$ cat src/sv/sgu_pkg.sv
`default_nettype none

package sgu_pkg;

  // Fixed field widths of the command and result channels
  localparam int DataW = 64;
  localparam int IdxW  = 6;

  typedef enum logic [0:0] {
    CMD_TICK = 1'b0,
    CMD_READ = 1'b1
  } cmd_e;

  // Row memory read address source
  typedef enum logic [1:0] {
    RA_INDEX,
    RA_GROUND,
    RA_ABOVE
  } rd_addr_e;

  // Row memory write source
  typedef enum logic [1:0] {
    WS_ZERO,
    WS_BELOW,
    WS_TOP
  } wr_src_e;

  typedef struct packed {
    logic     cnt_up;
    logic     cnt_down;
    logic     cnt_ground;
    logic     rd_en;
    rd_addr_e rd_addr;
    logic     wr_en;
    wr_src_e  wr_src;
    logic     load_below;
    logic     step_row;
    logic     capture;
    logic     out_load;
  } ctrl_t;

  typedef struct packed {
    logic cnt_last;
    logic cnt_zero;
    logic out_free;
  } status_t;

endpackage

`default_nettype wire

$ cat src/sv/sgu_controller.sv
`default_nettype none

module sgu_controller import sgu_pkg::*; (
  input  wire logic    clk_i,
  input  wire logic    rst_ni,
  input  wire logic    in_valid_i,
  input  wire logic    cmd_i,
  input  wire status_t status_i,
  output logic         in_ready_o,
  output ctrl_t        ctrl_o
);

  typedef enum logic [2:0] {
    S_CLEAR,
    S_IDLE,
    S_READ,
    S_LOAD,
    S_SWEEP,
    S_TOP,
    S_ACK
  } state_e;

  state_e state_q, state_d;

  always_comb begin
    state_d    = state_q;
    ctrl_o     = '0;
    in_ready_o = 1'b0;
    unique case (state_q)
      S_CLEAR: begin
        ctrl_o.wr_en  = 1'b1;
        ctrl_o.wr_src = WS_ZERO;
        if (status_i.cnt_last) begin
          state_d = S_IDLE;
        end else begin
          ctrl_o.cnt_up = 1'b1;
        end
      end
      S_IDLE: begin
        in_ready_o = 1'b1;
        if (in_valid_i) begin
          ctrl_o.capture = 1'b1;
          ctrl_o.rd_en   = 1'b1;
          if (cmd_i == CMD_READ) begin
            ctrl_o.rd_addr = RA_INDEX;
            state_d        = S_READ;
          end else begin
            ctrl_o.rd_addr    = RA_GROUND;
            ctrl_o.cnt_ground = 1'b1;
            state_d           = S_LOAD;
          end
        end
      end
      S_LOAD: begin
        ctrl_o.load_below = 1'b1;
        ctrl_o.rd_en      = 1'b1;
        ctrl_o.rd_addr    = RA_ABOVE;
        ctrl_o.cnt_down   = 1'b1;
        state_d           = S_SWEEP;
      end
      S_SWEEP: begin
        ctrl_o.wr_en    = 1'b1;
        ctrl_o.wr_src   = WS_BELOW;
        ctrl_o.step_row = 1'b1;
        if (status_i.cnt_zero) begin
          state_d = S_TOP;
        end else begin
          ctrl_o.rd_en    = 1'b1;
          ctrl_o.rd_addr  = RA_ABOVE;
          ctrl_o.cnt_down = 1'b1;
        end
      end
      S_TOP: begin
        ctrl_o.wr_en  = 1'b1;
        ctrl_o.wr_src = WS_TOP;
        state_d       = S_ACK;
      end
      S_READ, S_ACK: begin
        if (status_i.out_free) begin
          ctrl_o.out_load = 1'b1;
          state_d         = S_IDLE;
        end
      end
      default: begin
        state_d = S_IDLE;
      end
    endcase
  end

  always_ff @(posedge clk_i or negedge rst_ni) begin
    if (!rst_ni) begin
      state_q <= S_CLEAR;
    end else begin
      state_q <= state_d;
    end
  end

endmodule

`default_nettype wire

$ cat config.mk
export PLATFORM = sky130hd
export DESIGN_NAME = sgu_controller
export DESIGN_NICKNAME = d
export VERILOG_FILES = /design/src/sv/sgu_pkg.sv /design/src/sv/sgu_controller.sv
export SDC_FILE = /design/constraint.sdc
export NUM_CORES = 1
export LEC_CHECK = 0
export ABC_CLOCK_PERIOD_IN_PS = 1150
export BUFFER_PORTS_ARGS = -buffer_cell sky130_fd_sc_hd__buf_4
export CELL_PAD_IN_SITES_DETAIL_PLACEMENT = 1
export CELL_PAD_IN_SITES_GLOBAL_PLACEMENT = 1
export CORE_MARGIN = 4
export CORE_UTILIZATION = 22
export DETAILED_ROUTE_END_ITERATION = 6
export PLACE_DENSITY_LB_ADDON = 0.1
export SYNTH_ARGS = -nofsm -noshare
export SYNTH_HDL_FRONTEND = slang
export SYNTH_SLANG_ARGS = --single-unit
$ cat constraint.sdc
create_clock -name clk_i -period 1.15 [get_ports clk_i]
set_input_delay 0.0575 -clock clk_i [delete_from_list [all_inputs] [get_ports clk_i]]
set_output_delay 0.0575 -clock clk_i [all_outputs]
set_load 0.1 [all_outputs]
==> reports/qor.yml, run 1 <==
setup_path:
  crit_path_end_kind: "output port"
  critPathArrivalTime_ps: 1500
  crit_fanout: 5
  cp_slowest_cell: "or3_4"
  crit_chain: "or3_4, o21ai_4, buf_12"
  required_ps: 1090
  critical-path-max-stage-delay_ps: 460
  start_kind: "flop"
  worstSetupPathType: "reg2out"
sta:
  worst_slew_pin_slew_ps: 364
  hold_viol: 0
  finalWorstSetupSlack_ps: -405
  fmax_ghz: 0.643
  skew_ps: 5.18
  min_period_over_period_pct: 135
  grt_setup_unrepaired: "yes"
  period_minus_slack_ps: 1560
  maxSlewViolCount: 0
  setup_viol: 17
  slew_headroom_pct: 75.5
clock_tree:
  cts-root-buf: "clkbuf_4"
  cts_made_buffers: 3
  clk_path_buf_depth: 2
  cts_tree: "done"
  insertion_delay_ps: 240
  clk_pin_slew_ps: 40
  cts.sinks: 3
  h-tree-depth: 1
cells_and_area:
  largest_reg_flops: 3
  drive_above_1_share_pct: 82.1
  fillerInstances: 119
  top_register: "state_q"
  reg.largest.list: "state_q (3)"
  design_area_um2: 935
  synthToLayoutAreaGrowth_pct: 207
  final_common_cell: "buf_4"
  nNetsFinal: 86
  n_antenna_cell: 0
  mostFrequentLayoutCells: "buf_4, buf_12, buf_6"
routing:
  drt_drc_violations_left: 0
  vias_per_cell: 4.74
  wl_met3_um: 74
  routed_wl_um: 1650
  first_pass_iters: 4
  drt_iter0_markers: 9
  wl_per_cell_um: 17.7
  wl_met1_um: 650
  dr_wl_met2_um: 874
  vias: 441
  antenna_left: 0
  routed.top_layer: "met4"
placed_design:
  port_buffers: 20
  place.gp.congestion: 0.765
  place_area_um2: 643
  dp_slack_ps: -280
  dp_hpwl_um: 969
global_routing:
  antenna_found_initial: 0
  gr-usage-all-layers_pct: 14.9
  grt_overflow: 0
  grt_max_degree: 6
  grt_pass1_wl_um: 2100
  grt_pass1_vias: 431
outcome:
  violations: "setup timing"
  status: "finished, violations left"
synth:
  syn_nets: 45
  synth_largest_area_cell: "dfrtp_1"
  yosysWarnings: 0
  synth_cell_types: 23
  synth.avg_cell_area_um2: 8.00
  ys_seq_elements: 3
  netlist_instances: 38
  syn_area_um2: 304
  synth-seq-area-share_pct: 24.7
  synth.area.top_cells: "dfrtp_1, inv_1, nor3b_4"
  synth_top_area_share_pct: 24.7
worst_hold_path:
  min_path_type: "in2reg"
floorplan:
  core_area_mm2: 0.00130
  initial_core_util_pct: 23.4
  ios: 21
  dieWidth_um: 45.2
  fp.dieArea_mm2: 0.00204
  die_h_um: 45.2
  row_count: 13
run:
  max-cap-violations: 0
-- logic make-up (layout without fill, tap and decap cells) --
logic type | count (synthesis) | after routing | share of synthesized area (%)
flip-flops | 3 | 3 | 24.7
AO/OA/AOI/OAI | 9 | 9 | 20.6
multiplexers | 1 | 1 | 4.94
buffers and inverters | 8 | 48 | 11.5
AND/OR/NAND/NOR | 17 | 17 | 38.3
-- cells in the mapped netlist (all sizes together) --
library cell  number
a221oi             1
and2               1
and2b              2
and3               1
buf                2
dfrtp              3
inv                6
mux2               1
nand2              3
nand2b             2
nor2               2
nor2b              1
nor3               1
nor3b              1
nor4               1
o21ai              5
o22ai              2
o32ai              1
or2b               1
or3                1
-- area by class of cell --
type / instances / area, µm² / share of cell area [%]
clock buffers: 4 / 26.3 / 2.81
inverters: 6 / 36.3 / 3.88
multi-input cells: 27 / 300 / 32.1
flip-flops and latches: 3 / 77.6 / 8.30
well taps: 15 / 18.8 / 2.01
repair buffers: 38 / 475 / 50.9
-- repair_timing --
action | CTS | global route
setup buffers | 1 | 5
hold buffers | 1 | 0
setup endpoints to repair | 16 | 17
resized for setup | 43 | 12
endpoints found under the hold margin | 3 | 0
pin swaps | 5 | 2
gates cloned | 0 | 0
-- worst max-delay path: cells and delay by family (launching register included) --
kind	cells	cell delay (ps)
simple gates	1	460
flops	1	430
buf+inv	1	190
compound gates	1	170
-- per-stage QoR --
| step | TNS [ps] | hold WS, ps | instances | util [%] |
|---|---|---|---|---|
| final | -5400 | 72.8 | 93 | 71.8 |
| after floorplan | -6680 | -238 | 38 | - |
| after global routing | -6350 | 72.1 | 93 | 71.8 |
| after detailed placement | -2710 | -152 | 84 | 49.4 |
| after CTS | -4920 | 59.9 | 90 | 66.7 |
| after global placement | -2310 | -154 | 84 | 49.4 |
-- routing by layer --
layer	up-vias	GRT usage, %
met5	-	0
met1	210	16.2
met2	17	27.4
met4	0	8.77
li1	209	-
met3	5	1.20
-- worst paths after layout --
kind                                        startpoint                     end  slack (ps)  cells after the start
worst min-delay path                        in_valid_i  state_q[0]$_DFFE_PN0P_          70                      2
max in group asynchronous                       rst_ni  state_q[0]$_DFFE_PN0P_         900                      2
worst max register to register  state_q[0]$_DFFE_PN0P_  state_q[0]$_DFFE_PN0P_        -340                      5
worst min register to register  state_q[2]$_DFFE_PN0P_  state_q[2]$_DFFE_PN0P_         770                      4
worst max-delay path            state_q[0]$_DFFE_PN0P_               ctrl_o[8]        -410                      3
min in group asynchronous                       rst_ni  state_q[2]$_DFFE_PN0P_         140                      2
Power of run 1 is left out: the tool's default activity adds up to more than one toggle a clock period on the data nets, which glitch-free logic cannot reach.
==> run 2, diff against run 1 <==
--- a/config.mk
+++ b/config.mk
@@ -5,7 +5,7 @@
 export SDC_FILE = /design/constraint.sdc
 export NUM_CORES = 1
 export LEC_CHECK = 0
-export ABC_CLOCK_PERIOD_IN_PS = 1150
+export ABC_CLOCK_PERIOD_IN_PS = 1400
 export BUFFER_PORTS_ARGS = -buffer_cell sky130_fd_sc_hd__buf_4
 export CELL_PAD_IN_SITES_DETAIL_PLACEMENT = 1
 export CELL_PAD_IN_SITES_GLOBAL_PLACEMENT = 1
==> constraint.sdc (replaced) <==
create_clock -name clk_i -period 1.4 [get_ports clk_i]
set_input_delay 0.07 -clock clk_i [delete_from_list [all_inputs] [get_ports clk_i]]
set_output_delay 0.07 -clock clk_i [all_outputs]
set_load 0.1 [all_outputs]
==> run 2 against run 1 <==
  * The flow still finishes with violations (setup timing)
  * Final cell count decreased by 1.1%
  * Critical path depth unchanged
  * Design area down 3.6%
  * Non-clock buffer count shrank 1
  * Highest routed layer unchanged
  * Hold slack improved by 21 ps
  * Via count is 2.0% lower
  * Largest cell class unchanged
  * Sequential cell count is the same
  * Clock skew shrank 4.3 ps
  * Die area did not move
  * Wire length fell by 16%
  * Register-to-register slack better by 350 ps
  * Sequential share of layout area grew 0.31 points
==> reports/qor.yml, run 2 (synthesized netlist as in run 1, its figures left out) <==
clock_tree:
  clk_pin_slew_ps: 40
  cts_made_buffers: 3
  clk_path_buf_depth: 2
  insertion_delay_ps: 230
  h-tree-depth: 1
  cts_tree: "done"
  cts.sinks: 3
  cts-root-buf: "clkbuf_4"
setup_path:
  start_kind: "flop"
  rr_endpoint: "state_q[0]$_DFFE_PN0P_"
  crit_path_end_kind: "output port"
  worstSetupPathType: "reg2out"
  required_ps: 1330
  critPathArrivalTime_ps: 1490
  critical-path-max-stage-delay_ps: 490
  crit_chain: "or3_4, o21ai_4, buf_12"
  crit_fanout: 5
  rr_worst_depth: 4
  path_buf_inv: 1
  cp_slowest_cell: "or3_4"
  path_delay_family: "simple AND/OR/NAND/NOR gates"
  ff2ff_setup_slack_ps: 10
  rr_startpoint: "state_q[0]$_DFFE_PN0P_"
floorplan:
  core_area_mm2: 0.00130
  row_count: 13
  fp.dieArea_mm2: 0.00204
  initial_core_util_pct: 23.4
  die_h_um: 45.2
  dieWidth_um: 45.2
  ios: 21
global_routing:
  antenna_found_initial: 0
  grt_pass1_wl_um: 2100
  gr-usage-all-layers_pct: 14.1
  grt_max_degree: 6
  grt_pass1_vias: 443
  grt_overflow: 0
cells_and_area:
  layout.cells.non_filler: 92
  synthToLayoutAreaGrowth_pct: 196
  final_common_cell: "buf_4"
  mostFrequentLayoutCells: "buf_4, buf_12, buf_6"
  drive_above_1_share_pct: 81.8
  reg.largest.list: "state_q (3)"
  fillerInstances: 132
  n_antenna_cell: 0
  top_register: "state_q"
  largest_reg_flops: 3
  nNetsFinal: 85
routing:
  routed_wl_um: 1390
  drt_iter0_markers: 4
  drt_drc_violations_left: 0
  antenna_left: 0
  vias: 432
  vias_per_cell: 4.70
  wl_per_cell_um: 15.1
  first_pass_iters: 4
sta:
  maxSlewViolCount: 0
  hold_viol: 0
  period_minus_slack_ps: 1560
  skew_ps: 0.858
  fmax_ghz: 0.642
  slew_headroom_pct: 77.1
  finalWorstSetupSlack_ps: -158
  setup_viol: 13
  min_period_over_period_pct: 111
  grt_setup_unrepaired: "yes"
  worst_slew_pin_slew_ps: 340
placed_design:
  dp_slack_ps: -19.5
  dp_hpwl_um: 932
  place.gp.congestion: 0.757
  dpl.cell_count: 80
  port_buffers: 20
outcome:
  status: "finished, violations left"
  violations: "setup timing"
worst_hold_path:
  min_path_type: "in2reg"
  hold_start: "status_i[0]"
  min_to: "state_q[1]$_DFFE_PN0P_"
  hold_depth: 2
run:
  max-cap-violations: 0
==> run 2: cell types whose count changed in the layout (fill, tap and decap cells not counted) <==
| cell | change |
|---|---|
| buf_12 | -1 |
| nor2b_1 | +1 |
| o22ai_2 | +1 |
| nand2_2 | +1 |
| buf_4 | +2 |
| nand2_4 | -1 |
| buf_6 | -2 |
| nor2b_4 | -1 |
| o22ai_1 | -1 |
==> run 2: through the flow <==
| stage | hold WS (ps) | utilization (%) | area (µm²) | TNS (ps) |
|---|---|---|---|---|
| detailed placement | -139 | 47.1 | 613 | -50.6 |
| CTS | 77.9 | 63.3 | 823 | -1130 |
| global placement | -142 | 47.1 | 613 | 0 |
| global route | 94.4 | 69.2 | 901 | -2110 |
| finish | 94.3 | 69.2 | 901 | -1330 |
| floorplan | -226 | - | 399 | -3670 |
==> run 2: per-layer routing <==
layer	routed length [µm]	track usage, %	up-vias
li1	-	-	209
met1	538	17.2	207
met2	760	25.7	14
met3	62	1.59	2
met4	28	3.51	0
met5	0	0	-
==> run 2: timing repair <==
item	in CTS	in global routing
resized for setup	39	10
buffers inserted	3	5
endpoints found under the setup margin	14	16
endpoints found under the hold margin	3	0
pin swaps	4	2
hold buffers	1	0
gates cloned	0	0
==> run 2: how the worst max path moves through the flow <==
stage / slack (ps) / to / cells after the start / startpoint
2_1_floorplan: -980 / ctrl_o[10] / 4 / state_q[2]$_DFFE_PN0P_
3_3_place_gp: 4 / ctrl_o[10] / 5 / state_q[1]$_DFFE_PN0P_
3_5_place_dp: -20 / ctrl_o[8] / 4 / state_q[2]$_DFFE_PN0P_
4_1_cts: -150 / ctrl_o[8] / 3 / state_q[1]$_DFFE_PN0P_
5_1_grt: -210 / ctrl_o[7] / 5 / state_q[1]$_DFFE_PN0P_
6_report: -160 / ctrl_o[8] / 3 / state_q[1]$_DFFE_PN0P_
==> run 2: layout make-up <==
| class | count | area (µm²) | area share [%] |
|---|---|---|---|
| Timing Repair Buffer | 37 | 448 | 49.7 |
| Multi-Input combinational cell | 27 | 294 | 32.6 |
| Sequential cell | 3 | 77.6 | 8.61 |
| Inverter | 6 | 36.3 | 4.03 |
| Clock buffer | 4 | 26.3 | 2.92 |
| Tap cell | 15 | 18.8 | 2.08 |
==> run 2: worst reg2reg max path, cell delays in order, from the launching register on <==
cell and delay (ps):
dfrtp_2 420, buf_6 130, mux2_4 310, o32ai_4 260, o22ai_2 120
Power of run 2 is left out for the same reason.
==> run 3, diff against run 2 <==
--- a/config.mk
+++ b/config.mk
@@ -5,14 +5,15 @@
 export SDC_FILE = /design/constraint.sdc
 export NUM_CORES = 1
 export LEC_CHECK = 0
-export ABC_CLOCK_PERIOD_IN_PS = 1400
+export ABC_CLOCK_PERIOD_IN_PS = 1600
 export BUFFER_PORTS_ARGS = -buffer_cell sky130_fd_sc_hd__buf_4
 export CELL_PAD_IN_SITES_DETAIL_PLACEMENT = 1
 export CELL_PAD_IN_SITES_GLOBAL_PLACEMENT = 1
-export CORE_MARGIN = 4
-export CORE_UTILIZATION = 22
+export CORE_AREA = 4 4 41 43
 export DETAILED_ROUTE_END_ITERATION = 6
+export DIE_AREA = 0 0 45 47
 export PLACE_DENSITY_LB_ADDON = 0.1
+export SKIP_LAST_GASP = 1
 export SYNTH_ARGS = -nofsm -noshare
 export SYNTH_HDL_FRONTEND = slang
 export SYNTH_SLANG_ARGS = --single-unit
==> constraint.sdc (replaced) <==
create_clock -name clk_i -period 1.6 [get_ports clk_i]
set_input_delay 0.08 -clock clk_i [delete_from_list [all_inputs] [get_ports clk_i]]
set_output_delay 0.08 -clock clk_i [all_outputs]
set_load 0.1 [all_outputs]
==> run 3 against run 2 <==
  * The flow now finishes without violations
  * Global-route usage increased by 0.95 points
  * Wire length decreased by 11%
  * Sequential share of layout area up 2.7 points
  * Count of clock-buffer cells in the layout unchanged
  * Worst setup slack gained 170 ps
  * First-iteration DRC count down 50%
  * Largest cell class unchanged
==> reports/qor.yml, run 3 (synthesized netlist as in run 1, its figures left out) <==
global_routing:
  gr-usage-all-layers_pct: 15.0
  grt_overflow: 0
  grt_max_degree: 8
  grt_pass1_vias: 468
  grt_pass1_wl_um: 2160
  antenna_found_initial: 0
clock_tree:
  h-tree-depth: 1
  cts-root-buf: "clkbuf_4"
  clk_pin_slew_ps: 40
  insertion_delay_ps: 240
  cts_tree: "done"
  cts_made_buffers: 3
  clk_path_buf_depth: 2
  cts.sinks: 3
sta:
  hold_viol: 0
  min_period_over_period_pct: 99.4
  worst_slew_pin_slew_ps: 322
  skew_ps: 4.57
  holdWs_ps: 74.1
  fmax_ghz: 0.629
  setup_viol: 0
  maxSlewViolCount: 0
  slew_headroom_pct: 78.3
  finalWorstSetupSlack_ps: 10.1
  period_minus_slack_ps: 1590
  grt_setup_unrepaired: "yes"
setup_path:
  required_ps: 1520
  crit_chain: "inv_2, or3_4, o21ai_4, buf_12"
  crit_fanout: 5
  critical-path-max-stage-delay_ps: 440
  ff2ff_setup_slack_ps: 180
  critPathArrivalTime_ps: 1510
  crit_path_end_kind: "output port"
  start_kind: "flop"
  worstSetupPathType: "reg2out"
  cp_slowest_cell: "dfrtp_2"
placed_design:
  dp_slack_ps: 104
  port_buffers: 20
  place.gp.congestion: 0.795
  place_area_um2: 541
  dp_hpwl_um: 890
routing:
  first_pass_iters: 2
  vias_per_cell: 4.89
  routed.top_layer: "met4"
  antenna_left: 0
  routed_wl_um: 1240
  wl_per_cell_um: 15.1
  drt_iter0_markers: 2
  vias: 401
  wl_met3_um: 97
  drt_drc_violations_left: 0
  dr_wl_met2_um: 595
  wl_met1_um: 476
cells_and_area:
  largest_reg_flops: 3
  top_register: "state_q"
  final_common_cell: "buf_4"
  nNetsFinal: 75
  design_area_um2: 694
  n_antenna_cell: 0
  synthToLayoutAreaGrowth_pct: 128
  reg.largest.list: "state_q (3)"
  drive_above_1_share_pct: 71.6
  mostFrequentLayoutCells: "buf_4, inv_1, buf_6, buf_12"
run:
  max-cap-violations: 0
floorplan:
  die_h_um: 47
  fp.dieArea_mm2: 0.00212
  dieWidth_um: 45
  core_area_mm2: 0.00130
  initial_core_util_pct: 23.4
  row_count: 13
  ios: 21
outcome:
  status: "completed"
worst_hold_path:
  min_path_type: "in2reg"
-- run 3: worst max-delay path: cells and delay by family, from the launching register on --
family | cells | cell delay [ps]
AOI/OAI and AO/OA | 1 | 170
buffers and inverters | 2 | 240
DFF | 1 | 440
and+or+nand+nor | 1 | 420
-- run 3: cell type report --
type	count	area, µm²
clock buffers	4	26.3
well taps	15	18.8
multi-input cells	27	263
flip-flops and latches	3	78.8
inverters	6	22.5
fillers	158	607
repair buffers	27	285
-- run 3: path summary, 6_finish.rpt --
check,endpoint,from,depth (start not counted)
min in group asynchronous,state_q[1]$_DFFE_PN0P_,rst_ni,2
worst max register to register,state_q[0]$_DFFE_PN0P_,state_q[0]$_DFFE_PN0P_,4
max in group asynchronous,state_q[2]$_DFFE_PN0P_,rst_ni,2
worst max-delay path,ctrl_o[9],state_q[2]$_DFFE_PN0P_,4
worst min-delay path,state_q[1]$_DFFE_PN0P_,status_i[0],2
worst min register to register,state_q[0]$_DFFE_PN0P_,state_q[2]$_DFFE_PN0P_,3
-- run 3: timing repair --
item	CTS	global route
resized for setup	17	7
buffers inserted	4	0
gates cloned	0	0
setup endpoints to repair	10	9
pin swaps	2	2
hold buffers	1	0
hold endpoints to repair	3	0
-- run 3: metal layers --
| layer | up-vias | global-route usage [%] |
|---|---|---|
| met4 | 0 | 16.4 |
| met3 | 7 | 2.30 |
| met1 | 184 | 16.4 |
| met5 | - | 0 |
| met2 | 22 | 23.7 |
| li1 | 188 | - |
-- run 3: per-stage QoR --
step | setup TNS (ps) | std cells | utilization, %
6_report | 0 | 82 | 53.4
5_1_grt | -106 | 82 | 53.4
4_1_cts | -60.0 | 82 | 51.2
3_5_place_dp | 0 | 73 | 41.5
3_3_place_gp | 0 | 73 | 41.5
2_1_floorplan | -2240 | 38 | -
Power of run 3 is left out for the same reason.
